File: src/orientation_coverage_tracker_unit_macros.svh
// ---------------------------------------------------------------------------
// Orientation coverage tracker assertion macros
// Shared property shapes for the checks at the end of the top level.
// They expect clk and arst_n in the scope where they are used.
// ---------------------------------------------------------------------------
`ifndef ORIENTATION_COVERAGE_TRACKER_UNIT_MACROS_SVH
`define ORIENTATION_COVERAGE_TRACKER_UNIT_MACROS_SVH

// same-cycle implication
`define OCOV_ASSERT_IMP(lbl, ante, cons, msg) \
	lbl: assert property (@(posedge clk) disable iff (!arst_n) (ante) |-> (cons)) \
		else $error(msg);

// next-cycle implication
`define OCOV_ASSERT_NEXT(lbl, ante, cons, msg) \
	lbl: assert property (@(posedge clk) disable iff (!arst_n) (ante) |=> (cons)) \
		else $error(msg);

`endif

File: src/ocov_pkg.sv
// ---------------------------------------------------------------------------
// ocov_pkg
// Types and constants shared by the orientation coverage tracker modules.
// ---------------------------------------------------------------------------
`default_nettype none

package ocov_pkg;

	localparam int BOUND_W = 15;
	localparam int DWELL_W = 16;
	localparam int PROG_W  = 8;
	localparam int SIDE_W  = 6;

	localparam int RUN_BIT   = 7;
	localparam int READY_BIT = 6;

	localparam logic [PROG_W-1:0]  ALL_SIDES_RUNNING = 8'hBF;

	localparam logic [BOUND_W-1:0] LOWER_RST = 15'd3277; // 0.8 g
	localparam logic [BOUND_W-1:0] UPPER_RST = 15'd4915; // 1.2 g
	localparam logic [DWELL_W-1:0] DWELL_RST = 16'd1000;

	// request codes
	typedef enum logic [1:0] {
		REQ_SAMPLE = 2'd0,
		REQ_START  = 2'd1,
		REQ_ABORT  = 2'd2
	} req_t;

	// configuration register indexes
	typedef enum logic [1:0] {
		CFG_LOWER = 2'd0,
		CFG_UPPER = 2'd1,
		CFG_DWELL = 2'd2
	} cfg_idx_t;

	// classified request as it sits in the queue
	typedef struct packed {
		logic [1:0]        req;
		logic [SIDE_W-1:0] sides;
	} cls_t;

	// queue status seen by both ends
	typedef struct packed {
		logic full;
		logic empty;
	} fifo_stat_t;

endpackage

`default_nettype wire

File: src/ocov_if.sv
// ---------------------------------------------------------------------------
// ocov interfaces
// Valid/ready channels for requests in and progress results out.
// ---------------------------------------------------------------------------
`default_nettype none

interface ocov_in_if #(
	parameter int SAMPLE_WIDTH = 16,
	parameter int TIME_WIDTH   = 32
) ();
	logic                           valid;
	logic                           ready;
	logic [1:0]                     req_type;
	logic signed [SAMPLE_WIDTH-1:0] accel_x;
	logic signed [SAMPLE_WIDTH-1:0] accel_y;
	logic signed [SAMPLE_WIDTH-1:0] accel_z;
	logic [TIME_WIDTH-1:0]          now_ms;

	modport source (output valid, req_type, accel_x, accel_y, accel_z, now_ms,
		input ready);
	modport sink (input valid, req_type, accel_x, accel_y, accel_z, now_ms,
		output ready);
endinterface

interface ocov_out_if ();
	logic       valid;
	logic       ready;
	logic [7:0] progress;
	logic       side_committed;
	logic       ready_res;

	modport source (output valid, progress, side_committed, ready_res, input ready);
	modport sink (input valid, progress, side_committed, ready_res, output ready);
endinterface

`default_nettype wire

File: src/ocov_front.sv
// ---------------------------------------------------------------------------
// ocov_front
// Accepts requests and classifies each sample into the six side hits.
// ---------------------------------------------------------------------------
`default_nettype none

module ocov_front #(
	parameter int SAMPLE_WIDTH = 16,
	parameter int TIME_WIDTH   = 32
) (
	ocov_in_if.sink                      item,
	input  logic [ocov_pkg::BOUND_W-1:0] lower_bound,
	input  logic [ocov_pkg::BOUND_W-1:0] upper_bound,
	input  ocov_pkg::fifo_stat_t         q_stat,
	output logic                         push,
	output ocov_pkg::cls_t               cls,
	output logic [TIME_WIDTH-1:0]        now
);
	import ocov_pkg::*;

	// compare width holds both the sample and the negated bounds
	localparam int CW = ((SAMPLE_WIDTH > BOUND_W) ? SAMPLE_WIDTH : BOUND_W) + 1;

	logic signed [CW-1:0] lo;
	logic signed [CW-1:0] hi;
	logic [1:0]           hit_x;
	logic [1:0]           hit_y;
	logic [1:0]           hit_z;

	// {plus, minus}: magnitude strictly inside (lo, hi)
	function automatic logic [1:0] axis_hit(input logic signed [CW-1:0] a,
		input logic signed [CW-1:0] l, input logic signed [CW-1:0] h);
		logic mn;
		logic pl;
		mn = (a < -l) && (a > -h);
		pl = (a > l) && (a < h);
		return {pl, mn};
	endfunction

	assign lo = signed'(CW'(lower_bound));
	assign hi = signed'(CW'(upper_bound));

	assign hit_x = axis_hit(CW'(item.accel_x), lo, hi);
	assign hit_y = axis_hit(CW'(item.accel_y), lo, hi);
	assign hit_z = axis_hit(CW'(item.accel_z), lo, hi);

	// take a request whenever the queue has room
	assign item.ready = !q_stat.full;
	assign push       = item.valid && !q_stat.full;
	assign cls.req    = item.req_type;
	assign cls.sides  = {hit_z, hit_y, hit_x};
	assign now        = item.now_ms;

endmodule

`default_nettype wire

File: src/ocov_fifo.sv
// ---------------------------------------------------------------------------
// ocov_fifo
// Two-entry queue between the classifier and the state update.
// ---------------------------------------------------------------------------
`default_nettype none

module ocov_fifo #(
	parameter int WIDTH = 40
) (
	input  logic                 clk,
	input  logic                 arst_n,
	input  logic                 push,
	input  logic [WIDTH-1:0]     wdata,
	input  logic                 pop,
	output logic [WIDTH-1:0]     rdata,
	output ocov_pkg::fifo_stat_t stat
);
	import ocov_pkg::*;

	logic [WIDTH-1:0] mem_q [2];
	logic             wr_ptr_q;
	logic             rd_ptr_q;
	logic [1:0]       cnt_q;

	// entry storage
	always_ff @(posedge clk) begin
		if (push) begin
			mem_q[wr_ptr_q] <= wdata;
		end
	end

	// pointers and fill count
	always_ff @(posedge clk or negedge arst_n) begin
		if (!arst_n) begin
			wr_ptr_q <= 1'b0;
			rd_ptr_q <= 1'b0;
			cnt_q    <= 2'd0;
		end else begin
			if (push) begin
				wr_ptr_q <= !wr_ptr_q;
			end
			if (pop) begin
				rd_ptr_q <= !rd_ptr_q;
			end
			if (push && !pop) begin
				cnt_q <= cnt_q + 2'd1;
			end else if (pop && !push) begin
				cnt_q <= cnt_q - 2'd1;
			end
		end
	end

	assign rdata      = mem_q[rd_ptr_q];
	assign stat.full  = cnt_q[1];
	assign stat.empty = (cnt_q == 2'd0);

endmodule

`default_nettype wire

File: src/ocov_back.sv
// ---------------------------------------------------------------------------
// ocov_back
// Applies queued requests to the coverage state and registers the result.
// ---------------------------------------------------------------------------
`default_nettype none

module ocov_back #(
	parameter int TIME_WIDTH = 32
) (
	input  logic                         clk,
	input  logic                         arst_n,
	input  ocov_pkg::fifo_stat_t         q_stat,
	input  ocov_pkg::cls_t               cls,
	input  logic [TIME_WIDTH-1:0]        now,
	input  logic [ocov_pkg::DWELL_W-1:0] dwell_ms,
	output logic                         pop,
	ocov_out_if.source                   result
);
	import ocov_pkg::*;

	logic [PROG_W-1:0]     prog_q;
	logic [PROG_W-1:0]     cand_q;
	logic [TIME_WIDTH-1:0] dl_q;

	logic [PROG_W-1:0]     nxt_prog;
	logic [PROG_W-1:0]     nxt_cand;
	logic [TIME_WIDTH-1:0] nxt_dl;
	logic                  commit;
	logic [PROG_W-1:0]     grown;
	logic [TIME_WIDTH-1:0] diff;
	logic                  after;

	logic                  ovalid_q;
	logic [PROG_W-1:0]     oprog_q;
	logic                  ocommit_q;

	assign grown = prog_q | PROG_W'(cls.sides);
	assign diff  = now - dl_q;
	assign after = (diff != '0) && !diff[TIME_WIDTH-1];

	// next coverage state for the request at the queue head
	always_comb begin
		nxt_prog = prog_q;
		nxt_cand = cand_q;
		nxt_dl   = dl_q;
		commit   = 1'b0;
		unique case (cls.req)
			REQ_START: begin
				if (!prog_q[RUN_BIT]) begin
					nxt_prog = '0;
					nxt_cand = '0;
					nxt_dl   = '0;
				end
				nxt_prog[RUN_BIT] = 1'b1;
			end
			REQ_ABORT: begin
				nxt_prog = '0;
				nxt_cand = '0;
				nxt_dl   = '0;
			end
			REQ_SAMPLE: begin
				if (prog_q[RUN_BIT]) begin
					if (grown != prog_q && grown == cand_q) begin
						if (after) begin
							nxt_prog = grown;
							commit   = 1'b1;
						end
					end else begin
						nxt_dl   = now + TIME_WIDTH'(dwell_ms);
						nxt_cand = grown;
					end
					if (nxt_prog == ALL_SIDES_RUNNING) begin
						nxt_prog[READY_BIT] = 1'b1;
					end
				end
			end
			default: begin
			end
		endcase
	end

	// one request per cycle while the queue is not empty and the output register is free or draining
	assign pop = !q_stat.empty && (!ovalid_q || result.ready);

	// coverage state
	always_ff @(posedge clk or negedge arst_n) begin
		if (!arst_n) begin
			prog_q <= '0;
			cand_q <= '0;
			dl_q   <= '0;
		end else if (pop) begin
			prog_q <= nxt_prog;
			cand_q <= nxt_cand;
			dl_q   <= nxt_dl;
		end
	end

	// result register
	always_ff @(posedge clk or negedge arst_n) begin
		if (!arst_n) begin
			ovalid_q <= 1'b0;
		end else begin
			ovalid_q <= pop || (ovalid_q && !result.ready);
		end
	end

	always_ff @(posedge clk) begin
		if (pop) begin
			oprog_q   <= nxt_prog;
			ocommit_q <= commit;
		end
	end

	assign result.valid          = ovalid_q;
	assign result.progress       = oprog_q;
	assign result.side_committed = ocommit_q;
	assign result.ready_res      = oprog_q[READY_BIT];

endmodule

`default_nettype wire

File: src/orientation_coverage_tracker_unit.sv
// ---------------------------------------------------------------------------
// orientation_coverage_tracker_unit
// Tracks which of the six accelerometer orientations have been held long
// enough during a calibration run, and raises ready once all are seen.
// ---------------------------------------------------------------------------
//  channel   dir  handshake              payload
//  item      in   item.valid/ready       req_type, accel_x/y/z, now_ms
//  result    out  result.valid/ready     progress, side_committed, ready_res
//  cfg       in   cfg_we (no stall)      cfg_index, cfg_wdata
//
// One request per cycle while the queue has room; each request is classified
// and written into the queue when it is taken, and the state update loads the
// output register when it pops that request from the queue. The two-entry queue
// lets intake continue while a result waits on result.ready; item.ready drops
// once both entries are filled. Reset clears state, queue and output valid and
// loads the default bounds and dwell time; no clearing pass is needed.
// ---------------------------------------------------------------------------
`default_nettype none

`include "orientation_coverage_tracker_unit_macros.svh"

module orientation_coverage_tracker_unit #(
	parameter int SAMPLE_WIDTH = 16,
	parameter int TIME_WIDTH   = 32
) (
	input  logic                         clk,
	input  logic                         arst_n,
	input  logic                         cfg_we,
	input  logic [1:0]                   cfg_index,
	input  logic [ocov_pkg::DWELL_W-1:0] cfg_wdata,
	ocov_in_if.sink                      item,
	ocov_out_if.source                   result
);
	import ocov_pkg::*;

	localparam int QW = $bits(cls_t) + TIME_WIDTH;

	logic [BOUND_W-1:0]    lower_q;
	logic [BOUND_W-1:0]    upper_q;
	logic [DWELL_W-1:0]    dwell_q;

	fifo_stat_t            q_stat;
	logic                  push;
	logic                  pop;
	cls_t                  f_cls;
	logic [TIME_WIDTH-1:0] f_now;
	cls_t                  b_cls;
	logic [TIME_WIDTH-1:0] b_now;

	logic                  chk_rdy;
	logic                  chk_cmt;
	logic                  chk_run_side;

	// configuration registers
	always_ff @(posedge clk or negedge arst_n) begin
		if (!arst_n) begin
			lower_q <= LOWER_RST;
			upper_q <= UPPER_RST;
			dwell_q <= DWELL_RST;
		end else if (cfg_we) begin
			unique case (cfg_index)
				CFG_LOWER: lower_q <= cfg_wdata[BOUND_W-1:0];
				CFG_UPPER: upper_q <= cfg_wdata[BOUND_W-1:0];
				CFG_DWELL: dwell_q <= cfg_wdata;
				default: begin
				end
			endcase
		end
	end

	ocov_front #(
		.SAMPLE_WIDTH(SAMPLE_WIDTH),
		.TIME_WIDTH  (TIME_WIDTH)
	) u_front (
		.item       (item),
		.lower_bound(lower_q),
		.upper_bound(upper_q),
		.q_stat     (q_stat),
		.push       (push),
		.cls        (f_cls),
		.now        (f_now)
	);

	ocov_fifo #(
		.WIDTH(QW)
	) u_fifo (
		.clk   (clk),
		.arst_n(arst_n),
		.push  (push),
		.wdata ({f_cls, f_now}),
		.pop   (pop),
		.rdata ({b_cls, b_now}),
		.stat  (q_stat)
	);

	ocov_back #(
		.TIME_WIDTH(TIME_WIDTH)
	) u_back (
		.clk     (clk),
		.arst_n  (arst_n),
		.q_stat  (q_stat),
		.cls     (b_cls),
		.now     (b_now),
		.dwell_ms(dwell_q),
		.pop     (pop),
		.result  (result)
	);

	// result fields as the checks read them
	assign chk_rdy      = result.valid && result.ready_res;
	assign chk_cmt      = result.valid && result.side_committed;
	assign chk_run_side = result.progress[RUN_BIT] && (result.progress[SIDE_W-1:0] != '0);

	// ready only ever comes with every side covered and the run flag set
	`OCOV_ASSERT_IMP(a_ready_full, chk_rdy, result.progress == 8'hFF, "ready without full coverage")
	// a commit can only happen during a run and leaves at least one side
	`OCOV_ASSERT_IMP(a_commit_run, chk_cmt, chk_run_side, "commit outside a run")
	// a request taken into an empty queue leaves it non-empty
	`OCOV_ASSERT_NEXT(a_queue_fill, push && q_stat.empty, !q_stat.empty, "queued request lost")

endmodule

`default_nettype wire
File: src/flat_wrapper.sv
// flat-port wrapper written by rule: the top's interface ports become plain ports
module orientation_coverage_tracker_unit_flat import ocov_pkg::*;
#(
	parameter int SAMPLE_WIDTH = 16,
	parameter int TIME_WIDTH   = 32
)
  (clk, arst_n, cfg_we, cfg_index, cfg_wdata, item_valid, item_req_type, item_accel_x, item_accel_y, item_accel_z, item_now_ms, item_ready, result_valid, result_progress, result_side_committed, result_ready_res, result_ready);
  ocov_in_if #(.SAMPLE_WIDTH(SAMPLE_WIDTH), .TIME_WIDTH(TIME_WIDTH)) item_i ();
  ocov_out_if result_i ();
  input  logic clk;
  input  logic arst_n;
  input  logic cfg_we;
  input  logic [1:0] cfg_index;
  input  logic [ocov_pkg::DWELL_W-1:0] cfg_wdata;
  input wire logic [$bits(item_i.valid)-1:0] item_valid;
  input wire logic [$bits(item_i.req_type)-1:0] item_req_type;
  input wire logic [$bits(item_i.accel_x)-1:0] item_accel_x;
  input wire logic [$bits(item_i.accel_y)-1:0] item_accel_y;
  input wire logic [$bits(item_i.accel_z)-1:0] item_accel_z;
  input wire logic [$bits(item_i.now_ms)-1:0] item_now_ms;
  output wire logic [$bits(item_i.ready)-1:0] item_ready;
  output wire logic [$bits(result_i.valid)-1:0] result_valid;
  output wire logic [$bits(result_i.progress)-1:0] result_progress;
  output wire logic [$bits(result_i.side_committed)-1:0] result_side_committed;
  output wire logic [$bits(result_i.ready_res)-1:0] result_ready_res;
  input wire logic [$bits(result_i.ready)-1:0] result_ready;
  assign item_i.valid = item_valid;
  assign item_i.req_type = item_req_type;
  assign item_i.accel_x = item_accel_x;
  assign item_i.accel_y = item_accel_y;
  assign item_i.accel_z = item_accel_z;
  assign item_i.now_ms = item_now_ms;
  assign item_ready = item_i.ready;
  assign result_valid = result_i.valid;
  assign result_progress = result_i.progress;
  assign result_side_committed = result_i.side_committed;
  assign result_ready_res = result_i.ready_res;
  assign result_i.ready = result_ready;
  orientation_coverage_tracker_unit #(.SAMPLE_WIDTH(SAMPLE_WIDTH), .TIME_WIDTH(TIME_WIDTH)) u_core (.clk(clk), .arst_n(arst_n), .cfg_we(cfg_we), .cfg_index(cfg_index), .cfg_wdata(cfg_wdata), .item(item_i), .result(result_i));
endmodule
File: config.mk
export PLATFORM = sky130hd
export DESIGN_NAME = orientation_coverage_tracker_unit_flat
export DESIGN_NICKNAME = d
export VERILOG_FILES = /design/src/ocov_pkg.sv /design/src/ocov_if.sv /design/src/ocov_front.sv /design/src/ocov_fifo.sv /design/src/ocov_back.sv /design/src/orientation_coverage_tracker_unit.sv /design/src/flat_wrapper.sv
export VERILOG_INCLUDE_DIRS = /design/src /design/src/src
export SDC_FILE = /design/constraint.sdc
export NUM_CORES = 1
export LEC_CHECK = 0
export BUFFER_PORTS_ARGS = -buffer_cell sky130_fd_sc_hd__buf_2
export CELL_PAD_IN_SITES_DETAIL_PLACEMENT = 1
export CELL_PAD_IN_SITES_GLOBAL_PLACEMENT = 2
export CORE_UTILIZATION = 25
export CTS_BUF_LIST = sky130_fd_sc_hd__clkbuf_8
export CTS_CLUSTER_DIAMETER = 30
export CTS_CLUSTER_SIZE = 28
export DETAILED_ROUTE_END_ITERATION = 10
export PLACE_DENSITY = 0.54
export SETUP_SLACK_MARGIN = 0.2
export SKIP_CTS_REPAIR_TIMING = 1
export SYNTH_ARGS = -nofsm -noshare
export SYNTH_HDL_FRONTEND = slang
export SYNTH_SLANG_ARGS = --single-unit
File: constraint.sdc
create_clock -name clk -period 6.6 [get_ports clk]
set_input_delay 0.33 -clock clk [delete_from_list [all_inputs] [get_ports clk]]
set_output_delay 0.33 -clock clk [all_outputs]
set_load 0.005 [all_outputs]
### After elaboration in Yosys (flattened, before gate mapping)

Memories as Yosys holds them, arrays and structs flattened.
Cells that the tools add are included.

| storage, ports and cells | value |
|---|---|
| memories | 1 |
| bits of input ports | 105 |
| bits in registers | 108 |
| memory bits (writable) | 80 |

| operators by class | value |
|---|---|
| add/sub/neg operators | 6 |
| bitwise logic cells | 1 |
| eq/ne operators | 10 |
| mux-type cells | 21 |
| $lt $le $gt $ge | 12 |
| reduce and logical (&&, ||, !) cells | 35 |

Memories:

| name | depth | width | read ports | clocked after Yosys merged registers in | write ports | line | source |
|---|---|---|---|---|---|---|---|
| u_core.u_fifo.mem_q | 2 | 40 | 1 | 0 | 1 | ocov_fifo.sv:20 | `logic [WIDTH-1:0] mem_q [2];` |

Operators with widths:

| kind | number |
|---|---|
| 2-to-1 mux 32 bit | 3 |
| one-hot mux 32 bit (3 select lines) | 1 |
| 2-to-1 mux 8 bit | 8 |
| > comparator 16 x 17 -> 1 bit | 3 |
| < comparator 16 x 17 -> 1 bit | 3 |
| > comparator 16 bit | 3 |
| < comparator 16 bit | 3 |
| one-hot mux 8 bit (3 select lines) | 2 |
| negator 15 -> 17 bit | 2 |
| adder 32 x 16 -> 32 bit | 1 |
| nonzero test 32 bit | 1 |
| subtractor 32 bit | 1 |
| logical AND 1 bit | 13 |
| logical NOT 1 bit | 9 |
| == test 8 bit | 1 |
| == test 8 bit, second input constant | 1 |
| inequality test 8 bit | 1 |
| OR 8 x 6 -> 8 bit | 1 |
| 2-to-1 mux 7 bit | 1 |
| logical NOT 2 bit | 3 |
| inequality test 2 bit, second input constant | 3 |
| AND reduction 2 bit | 3 |
| AND reduction 5 bit | 1 |
| == test 2 x 1 -> 1 bit, second input constant | 2 |
| other kinds (9) | 15 |

### Depth between registers and ports, before layout

Gate-level depths: netlist of run 1.
An unclocked memory read counts as a cell.

| logic depth | value |
|---|---|
| depth in word-level cells | 12 |
| mapped depth | 19 |

### Hierarchy

Synthesis of run 1 repeated with hierarchy kept, for this count alone.

| unflattened totals | value |
|---|---|
| cells, all modules | 1616 |
| area total of the unflattened synthesis | 16011.6 µm² |

By module, submodules not included:

| module | cells an instance | times used | seq. area each (µm²) | area each (µm²) |
|---|---|---|---|---|
| ocov_back | 757 | 1 | 1496.4 | 5958.2 |
| ocov_front | 620 | 1 | 0.0 | 5007.3 |
| ocov_fifo | 141 | 1 | 2502.4 | 3278.1 |
| orientation_coverage_tracker_unit | 98 | 1 | 1176.1 | 1767.9 |

### Worst setup path before layout of run 1

OpenSTA, ideal clock, no wires.

| timing path | value |
|---|---|
| kind | flip-flop to flip-flop |
| start | register u_core.u_fifo.rd_ptr_q |
| end | register u_core.u_back.oprog_q[6], in the netlist u_core.u_back.result.progress[6] (data pin) |
| buffers on the path | 5 |
| library setup time | 262 ps |
| arrival time | 5090 ps |
| path slack | 1249 ps |
| stages on the path, launching flop included | 19 |
| clock period less this slack | 5351 ps |
| data required time | 6338 ps |
| cells stage by stage | dfrtp_1 > buf_2 > buf_2 > buf_1 > clkbuf_1 > buf_1 > mux2i_1 > ha_1 > fa_1 > and2b_4 > o2111ai_2 > a2111o_1 > a41o_1 > o211ai_1 > xor2_1 > or3_1 > a31o_2 > a22oi_1 > o21ai_0 |

| between the ends | value |
|---|---|
| word-level cells in the longest chain between the ends | 12 |
| elaborated cells between the ends (all ways) | 20 |
| those cells by class | add/sub (1); eq/ne (5); mux (7); bitwise (1); reduce/logical (5); memory (1) |

RTL lines:

| what | line | source |
|---|---|---|
| start: declaration | ocov_fifo.sv:22 | `logic rd_ptr_q;` |
| start signal: assignment | ocov_fifo.sv:43 | `rd_ptr_q <= !rd_ptr_q;` |
| memory (2 x 40 bit) (*) | n/a |  |
| subtractor 32 bit | ocov_back.sv:38 | `assign diff = now - dl_q;` |
| nonzero test 32 bit or logical NOT 1 bit (tied branches) | ocov_back.sv:39 | `assign after = (diff != '0) && !diff[TIME_WIDTH-1];` |
| logical AND 1 bit | ocov_back.sv:39 |  |
| 2-to-1 mux 8 bit | ocov_back.sv:64 | `if (after) begin` |
| 2-to-1 mux 8 bit | ocov_back.sv:63 | `if (grown != prog_q && grown == cand_q) begin` |
| 2-to-1 mux 8 bit | ocov_back.sv:62 | `if (prog_q[RUN_BIT]) begin` |
| 2-to-1 mux 8 bit | ocov_back.sv:47 | `unique case (cls.req)` |
| == test 8 bit | ocov_back.sv:72 | `if (nxt_prog == ALL_SIDES_RUNNING) begin` |
| 2-to-1 mux 1 bit | ocov_back.sv:72 |  |
| 2-to-1 mux 8 bit | ocov_back.sv:62 |  |
| one-hot mux 8 bit (3 select lines) (*) | ocov_back.sv:47 |  |
| net u_core.u_back.nxt_prog[6] | ocov_back.sv:25 | `logic [PROG_W-1:0] nxt_prog;` |
| end signal: assignment | ocov_back.sv:109 | `oprog_q <= nxt_prog;` |
| end: declaration | ocov_back.sv:34 | `logic [PROG_W-1:0] oprog_q;` |

The timed path passes the listed nets; every way through them passes the cells marked *. The select of a mux whose other input is x is not followed.
A chain may end at the register's enable or synchronous reset.

### Final worst setup path of run 1

| timing path | value |
|---|---|
| start | register u_core.u_fifo.rd_ptr_q |
| end | register u_core.u_back.oprog_q[2], in the netlist u_core.u_back.result.progress[2] (data pin) |

| between the ends | value |
|---|---|
| word-level cells in the longest chain between the ends | 10 |
| elaborated cells between the ends (all ways) | 18 |
| those cells by class | add/sub (1); eq/ne (4); mux (6); bitwise (1); reduce/logical (5); memory (1) |

RTL lines:

| what | line |
|---|---|
| memory (2 x 40 bit) (*) | n/a |
| subtractor 32 bit | ocov_back.sv:38 |
| nonzero test 32 bit or logical NOT 1 bit (tied branches) | ocov_back.sv:39 |
| logical AND 1 bit | ocov_back.sv:39 |
| 2-to-1 mux 8 bit | ocov_back.sv:64 |
| 2-to-1 mux 8 bit | ocov_back.sv:63 |
| 2-to-1 mux 8 bit | ocov_back.sv:62 |
| 2-to-1 mux 8 bit | ocov_back.sv:47 |
| 2-to-1 mux 8 bit | ocov_back.sv:62 |
| one-hot mux 8 bit (3 select lines) (*) | ocov_back.sv:47 |
| net u_core.u_back.nxt_prog[2] | ocov_back.sv:25 |

Marks and branches as above.

==> out/summary.md, run 1 <==
• 0 — number of pins exceeding their max-slew limit in the final report
• buf_4 -> mux2i_1 -> inv_1 -> ha_1 -> a21oi_1 -> o211ai_1 -> a21boi_0 -> o21ai_0 -> a21oi_1 -> nand4_1 -> nor4_2 -> nand4_2 -> o211ai_2 -> o21ai_1 — Critical Path, Cell by Cell
• 6.83 ns — Data required, critical path
• 14.66% — area growth from synthesis to layout
• 0.05235 — multiplexer share of the synthesized area
• adder cells — combinational family with the most area after synthesis
• u_core.u_fifo.mem_q[1][38] — Hold EP
• sky130_fd_sc_hd__clkbuf_8 — library cell used as clock root buffer
• 89 — number of cell rows
• 16,540 µm² — instance area at placement
• 79,740 µm — global-route wire length before repair
• 61,120 µm² — total die area
• 0.3371 — relative slew slack
• 0.3442 — share of the yosys chip area belonging to registers
• 0.2538 — initial cell density of the core
• 0.1322 — share of synthesized cell area in and, or, nand and nor gates
• 0.01976 ns — worst clock skew on the final layout
• 0.50 ns — later-pin clock latency in the skew report
• 0 — Setup violations, final
• 0.2910 — fin util
• 0 — number of nets with antenna violations after routing
• 0.1737 — overall routing resource usage
• 6 — final routed DRC violation total
• 0 ns — Total Neg Setup Slack
• 1 — number of cells traversed by the worst hold path
• 17,240 µm² — area of all placed cells without fillers
• sky130_fd_sc_hd__edfxtp_1 — prevailing post-synth register cell
• flip-flop to flip-flop — Crit Path Class
• compound AO/OA/AOI/OAI gates — dominant delay contributor by cell family on the critical path
• 1.25 ns — reg2reg setup slack
• 15,030 µm² — Syn Std Cell Area
• u_core.u_fifo.rd_ptr_q — startpoint of the worst-slack reg-to-reg timing path
• 0.1878 — compound-cell area share of the yosys netlist
• 2 — number of buffer and inverter stages on the critical path
• sky130_fd_sc_hd__a21oi_1 — most frequent CP cell
• 0 — number of max-capacitance violations reported
• 0 — final hold violation count
• 0 — residual overflow from global routing
• 0.9905 ns — slew at the pin closest to its max-slew limit
• sky130_fd_sc_hd__dfrtp_2 — CP max stage cell
• 1,537 — post-synthesis cell count
• 0.1486 — fraction of final layout cells sized beyond drive strength 1
• 0.8113 — share of the clock period used by the worst path
• finished, violations left — outcome
• 0 — number of synthesis warnings
• 21.10 µm — routed length per placed instance
• flip-flop — startpoint type of the worst setup path
• 247.2 µm — Chip Height
• 342 — drt first-iter violations
• 12,247 — via total after detailed routing
• input port to flip-flop — Hold Path Class
• 13,203 — number of global-route vias before repair
• 186.8 MHz — Achievable Freq
• 7 — total iterations of the first detailed-routing run
• 27 — worst-path maximum fanout
• DRC — violations in the final reports
• 354.6 nW/µm² — total power density per cell area
• 9.782 µm² — mean post-synth cell area
• yes — TritonCTS clock tree
• 117 — I/O pin count
• 5.58 ns — Arr. time, crit path
• 0.8692 — weighted congestion at the end of routability-driven global placement
• item_req_type[0] — startpoint of the lowest-slack hold path
• 2 — buffer depth of the longest clock path
• 188 — post-synthesis register bit count
• 1,883 — net count after synthesis
• 59,240 µm² — CORE AREA
• flip-flop — nature of the critical path endpoint
• 0.5266 — async set-or-reset flop fraction in the synthesized netlist
• 0.80 ns — delay of the slowest cell on the worst path
• 89 — number of synthesized flops with an enable pin
• u_core.u_back.result.progress[2] — endpoint of the lowest-slack register-to-register path
• 188 — TritonCTS sink count
• 79 — Netlist cell types
• 107.3 µV — maximum vdd drop
• 51,960 µm — final wirelength
• 247.2 µm — Die X-Extent
• 4 — CTS H-tree lvls
• no — RSZ-0062 raised after global routing
• 17 — number of buffers created by CTS
• 42,790 µm — Final HPWL DP
• 67 — pin count of the biggest net entering global routing
• 14 — Worst Reg2Reg Path Length in Cells
• 5.355 ns — post-layout minimum cycle time
• 2 — antenna violations before repair
• 2,022 — total number of nets in the final design
• 0.10 ns — clock input transition at the sequential cells of the worst setup and hold paths
• 0.2016 — Synth Area in Adders
• 116 — number of buffers inserted by port buffering
• 4.972 — via density per instance
• 0.04719 — xor/xnor share of the synthesized area
• 7.309 nW — Pleak
## worst reg2reg max path: cells and delay by family, from the launching register on
| kind | cells | cell delay (ns) |
|---|---|---|
| DFF | 1 | 0.80 |
| buffers and inverters | 2 | 0.62 |
| and+or+nand+nor | 3 | 0.70 |
| AOI/OAI and AO/OA | 7 | 2.23 |
| adders and majority gates | 1 | 0.35 |
| muxes | 1 | 0.40 |
## per-layer routing
metal	part of all wire	global-route usage	up-vias
li1	-	-	5993
met4	0.021	0.04800	2
met1	0.44	0.2080	6109
met5	0.00019	0	-
met3	0.011	0.01530	39
met2	0.53	0.3269	104
## final cells by class
| class | count | area [µm²] |
|---|---|---|
| Antenna cell | 1 | 2.502 |
| Multi-Input combinational cell | 1216 | 9364 |
| Inverter | 99 | 371.6 |
| Clock inverter | 15 | 170.2 |
| Tap cell | 773 | 967.2 |
| Sequential cell | 188 | 5176 |
| Fill cell | 6814 | 42000 |
| Timing Repair Buffer | 154 | 953.4 |
| Clock buffer | 17 | 234.0 |
## per-stage QoR
step                      power, mW  cells  hold WS [ns]  setup WS (ns)
after floorplan               4.164   1537       0.03441          1.249
after global placement        5.355   2401        0.3486          1.360
after detailed placement      5.379   2401        0.3509          1.157
after CTS                     6.229   2433       -0.2309          1.142
after global routing          6.653   2463     0.0007038         0.7121
final                         6.113   2463       0.03197          1.245
## cell families (layout without fill, tap and decap cells)
family,Yosys count,in the layout
compound gates,419,419
xor+xnor,81,81
fa+ha+maj,241,241
buf+inv,133,285
flops,188,188
mux,72,72
other cells,0,1
simple gates,403,403
## cells in the final DEF (no fill, tap or decap), types with 20 or more instances in the layout
cell	instances
sky130_fd_sc_hd__buf_2	115
sky130_fd_sc_hd__dlygate4sd3_1	29
sky130_fd_sc_hd__edfxtp_1	89
sky130_fd_sc_hd__xnor2_1	52
sky130_fd_sc_hd__nor3_1	28
sky130_fd_sc_hd__o31ai_1	29
sky130_fd_sc_hd__ha_1	239
sky130_fd_sc_hd__nand2_1	127
sky130_fd_sc_hd__o21a_1	69
sky130_fd_sc_hd__a21oi_1	74
sky130_fd_sc_hd__nand3_1	32
sky130_fd_sc_hd__xor2_1	29
sky130_fd_sc_hd__nand4_1	37
sky130_fd_sc_hd__a21o_1	37
sky130_fd_sc_hd__nor2_1	73
sky130_fd_sc_hd__inv_1	98
sky130_fd_sc_hd__o21ai_0	93
sky130_fd_sc_hd__mux2_2	53
sky130_fd_sc_hd__dfrtp_1	78
sky130_fd_sc_hd__nor2b_1	30
sky130_fd_sc_hd__dfstp_2	20
## sequential cells by signal, indices dropped and copies added, names as in the netlist, 2 cells and up
name                           cells
u_core.u_fifo.mem_q               80
u_core.u_fifo.cnt_q                2
u_core.lower_q                    15
u_core.dwell_q                    16
u_core.upper_q                    15
u_core.u_back.dl_q                32
u_core.u_back.cand_q               8
u_core.u_back.result.progress      8
u_core.u_back.prog_q               8
## Yosys cell counts, types with 31 or more instances
cell type                  number  area (µm²)
sky130_fd_sc_hd__nand3_1       32       160.2
sky130_fd_sc_hd__o21a_1        69       518.0
sky130_fd_sc_hd__edfxtp_1      89        2673
sky130_fd_sc_hd__xnor2_1       52       455.4
sky130_fd_sc_hd__mux2_2        53       596.8
sky130_fd_sc_hd__inv_1         98       367.9
sky130_fd_sc_hd__nor2b_1       31       193.9
sky130_fd_sc_hd__nor2_1        73       274.0
sky130_fd_sc_hd__a21o_1        37       277.8
sky130_fd_sc_hd__o21ai_0       94       470.5
sky130_fd_sc_hd__dfrtp_1       79        1977
sky130_fd_sc_hd__nand2_1      127       476.7
sky130_fd_sc_hd__nand4_1       37       231.5
sky130_fd_sc_hd__ha_1         239        2990
sky130_fd_sc_hd__a21oi_1       74       370.4
## power breakdown
| group | switching [mW] | internal, mW |
|---|---|---|
| sequential | 0.172 | 1.50 |
| clock | 0.495 | 0.322 |
| combinational | 2.25 | 1.37 |
## worst max-delay path by stage
stage	from	endpoint	slack [ns]	cells after the start
2_1_floorplan	u_core.u_fifo.rd_ptr_q	u_core.u_back.result.progress[6]	1.25	18
3_3_place_gp	u_core.u_fifo.rd_ptr_q	u_core.u_back.result.progress[4]	1.36	14
3_5_place_dp	u_core.u_fifo.rd_ptr_q	u_core.u_back.result.progress[4]	1.16	14
4_1_cts	u_core.u_fifo.rd_ptr_q	u_core.u_back.result.progress[2]	1.14	14
5_1_grt	u_core.u_fifo.rd_ptr_q	u_core.u_back.result.progress[4]	0.71	14
6_report	u_core.u_fifo.rd_ptr_q	u_core.u_back.result.progress[2]	1.25	14
Note: power is estimated with default switching activity, not from simulation.
==> run 2, diff against run 1 <==
Settings changed: ABC_AREA set to 1, PLACE_DENSITY 0.54 to 0.6.
Clock period 6.6 ns to 4.4 ns, I/O delays scaled along.
==> run 2 against run 1 <==
The run now ends clean; global-route usage increased by 0.89 points; hold slack got worse by 0.020 ns; routed wire length increased by 11%; die area increased by 5.9%; first-iteration DRC count increased by 73%; critical path depth increased by 2; critical path type unchanged; fmax increased by 37%; clock skew decreased by 0.00072 ns; synthesized area increased by 5.9%; sequential share of layout area decreased by 2.1 points; largest cell class unchanged.
==> out/summary.md, run 2 <==
• complete, no violations — outcome
• 15,930 µm² — Syn Std Cell Area
• u_core.upper_q[1] — source of the critical timing path
• sky130_fd_sc_hd__edfxtp_1 — prevailing post-synth register cell
• 0 — final routed DRC violation total
• 92 — number of cell rows
• sky130_fd_sc_hd__nand2_1 — most common cell after layout, fill and taps aside
• 18.45 µm — routed length per placed instance
• 4.73 ns — Data required, critical path
• 254.4 µm — Chip Height
• 0.9846 ns — slew at the pin closest to its max-slew limit
• 0.1878 — Yosys top cell area share
• 0.1827 — overall routing resource usage
• 0.8582 — weighted congestion at the end of routability-driven global placement
• input port to flip-flop — Hold Path Class
• u_core.upper_q[1] — startpoint of the worst-slack reg-to-reg timing path
• 0.8904 — share of the clock period used by the worst path
• 0.2529 — initial cell density of the core
• -0.07800 ns — Place WS
• 16 — Worst Reg2Reg Path Length in Cells
• yes — TritonCTS clock tree
• 0 — final hold violation count
• 0.4821 ns — slack of the critical path
• 3,035 — count of placed standard cells including taps
• 1 — antenna violations before repair
• 4.25 ns — Arr. time, crit path
• 4 — worst-path maximum fanout
• 89 — number of synthesized flops with an enable pin
• 9.114 nW — Pleak
• 117 — I/O pin count
• 2,601 — total number of nets in the final design
• sky130_fd_sc_hd__clkbuf_8 — library cell used as clock root buffer
• u_core.u_fifo.mem_q (80), u_core.u_back.dl_q (32), u_core.dwell_q (16) — largest registers
• 9420 µm² — multi-input gate area in the final layout
• 11.27 mW — overall power after layout
• 608.0 nW/µm² — total power density per cell area
• sky130_fd_sc_hd__ha_1 — largest area contributor in the netlist
• 18,540 µm² — area of all placed cells without fillers
• 0.53 ns — later-pin clock latency in the skew report
• 0.01199 ns — Hold WS
• sky130_fd_sc_hd__ha_1 19%, sky130_fd_sc_hd__edfxtp_1 17%, sky130_fd_sc_hd__nand2_1 13%, sky130_fd_sc_hd__dfrtp_1 12%, sky130_fd_sc_hd__inv_1 7.9% — top cells by area in the synthesized netlist
• 14,452 — via total after detailed routing
• 0 — number of pins exceeding their max-slew limit in the final report
• u_core.u_fifo.mem_q[0][34] — critical path endpoint
• 17,510 µm² — instance area at placement
• 0 — number of max-capacitance violations reported
• 0.5266 — async set-or-reset flop fraction in the synthesized netlist
• flip-flop — startpoint type of the worst setup path
• 44 — pin count of the biggest net entering global routing
• 7,717 — number of filler cells placed in the layout
• 0.1230 — fraction of final layout cells sized beyond drive strength 1
• sky130_fd_sc_hd__nand2_1 — most repeated cell in the gate-level netlist after synthesis
• 57,470 µm — final wirelength
• 0.3249 — share of the yosys chip area belonging to registers
• 0.11 ns — clock input transition at the sequential cells of the worst setup and hold paths
• u_core.u_fifo.mem_q[0][34] — endpoint of the lowest-slack register-to-register path
• 4 — CTS H-tree lvls
• no — RSZ-0062 raised after global routing
• 5176 µm² — Sequential cell area
• 5 — total iterations of the first detailed-routing run
• 0 — residual overflow from global routing
• 56 — Netlist cell types
• flip-flop — nature of the critical path endpoint
• 0 ns — Total Neg Setup Slack
• u_core.u_fifo.mem_q — register with the most flip-flops
• 2 — buffer depth of the longest clock path
• 88,490 µm — global-route wire length before repair
• 7.628 µm² — mean post-synth cell area
• 188 — post-synthesis register bit count
• 3.918 ns — post-layout minimum cycle time
• 2,434 — net count after synthesis
• 15,437 — number of global-route vias before repair
• 47,720 µm — Final HPWL DP
• 0 — number of nets with antenna violations after routing
• 0.3418 — relative slew slack
• 64,720 µm² — total die area
• 255.2 MHz — Achievable Freq
• 188 — TritonCTS sink count
• 62,970 µm² — CORE AREA
• flip-flop to flip-flop — Crit Path Class
• 543 x sky130_fd_sc_hd__nand2_1, 336 x sky130_fd_sc_hd__inv_1, 239 x sky130_fd_sc_hd__ha_1 — top cells by instance count after synthesis
• 2,088 — post-synthesis cell count
• 254.4 µm — Die X-Extent
• 16.39% — area growth from synthesis to layout
• 116 — number of buffers inserted by port buffering
• 4.639 — via density per instance
• 590 — drt first-iter violations
• 0.48 ns — reg2reg setup slack
• 3,115 — non-filler cells, final
• 236.3 µV — maximum vdd drop
• 543 x sky130_fd_sc_hd__nand2_1, 336 x sky130_fd_sc_hd__inv_1, 239 x sky130_fd_sc_hd__ha_1 — commonest cells after routing, fill and taps aside
• 17 — number of buffers created by CTS
• 0.2944 — fin util
• 80 — Largest register FFs
• 0.01904 ns — worst clock skew on the final layout
• 0 — number of synthesis warnings
• 0 — Setup violations, final
-- run 2: cell types whose count changed after synthesis, moves of 42 or more --
cell | before | now
sky130_fd_sc_hd__a21oi_1 | 74 | 116
sky130_fd_sc_hd__inv_1 | 98 | 336
sky130_fd_sc_hd__mux2_2 | 53 | 1
sky130_fd_sc_hd__nand2_1 | 127 | 543
sky130_fd_sc_hd__nand3_1 | 32 | 79
sky130_fd_sc_hd__nor2_1 | 73 | 136
sky130_fd_sc_hd__o21a_1 | 69 | 2
sky130_fd_sc_hd__xnor2_1 | 52 | 8
-- run 2: layer usage --
metal  wire, µm  vias to the layer above  GRT usage  share of wire
li1           -                     7263          -              -
met1      26770                     6974     0.2310           0.47
met2      28170                      156     0.3217           0.49
met3        922                       59    0.01919          0.016
met4       1611                        0    0.06145          0.028
met5          0                        -          0              0
-- run 2: layout make-up --
cell class,instances,area share
antenna,1,0.0001350
clock buffer,17,0.01262
clock inverter,15,0.01066
inverter,346,0.07020
multi-input combinational,1527,0.5082
sequential,188,0.2792
tap,846,0.05710
timing repair buffer,175,0.06183
-- run 2: how the worst min path moves through the flow --
stage,startpoint,slack (ns),cells past startpoint,to
3_3_place_gp,arst_n,0.28,1,u_core.u_back.dl_q[30]
4_1_cts,arst_n,-0.34,1,u_core.u_back.dl_q[30]
2_1_floorplan,arst_n,-0.08,0,u_core.dwell_q[0]
5_1_grt,cfg_wdata[2],0.003,3,u_core.lower_q[2]
3_5_place_dp,arst_n,0.29,1,u_core.u_back.dl_q[30]
6_report,cfg_wdata[2],0.01,3,u_core.lower_q[2]
-- run 2: power by group --
group	total [mW]	internal [mW]	switching, mW
registers	2.52	2.31	0.211
clock network	1.31	0.582	0.724
logic	7.44	2.41	5.03
total	11.3	5.30	5.97
-- run 2: critical path: stages, from the launching register on --
cell and delay (ns):
sky130_fd_sc_hd__dfstp_2 0.39, sky130_fd_sc_hd__inv_1 0.18, sky130_fd_sc_hd__ha_1 0.23, sky130_fd_sc_hd__nand3_1 0.15
sky130_fd_sc_hd__nor2_1 0.12, sky130_fd_sc_hd__nand2_1 0.10, sky130_fd_sc_hd__nor3_2 0.28, sky130_fd_sc_hd__xor2_2 0.21
sky130_fd_sc_hd__ha_1 0.35, sky130_fd_sc_hd__inv_1 0.06, sky130_fd_sc_hd__nor3_1 0.36, sky130_fd_sc_hd__o21ai_0 0.24
sky130_fd_sc_hd__nand2_1 0.15, sky130_fd_sc_hd__a21oi_1 0.09, sky130_fd_sc_hd__o311ai_0 0.46, sky130_fd_sc_hd__nor2_1 0.07
sky130_fd_sc_hd__a211oi_1 0.28
-- run 2: cells by family (layout without fill, tap and decap cells) --
| kind of cell | Yosys count | in the layout | share of synthesized area |
|---|---|---|---|
| compound gates | 341 | 341 | 0.1259 |
| other cells | 0 | 1 | 0 |
| xor+xnor | 55 | 55 | 0.03025 |
| flops | 188 | 188 | 0.3249 |
| buf+inv | 373 | 553 | 0.09239 |
| mux | 1 | 1 | 0.0007070 |
| simple gates | 889 | 889 | 0.2355 |
| fa+ha+maj | 241 | 241 | 0.1903 |
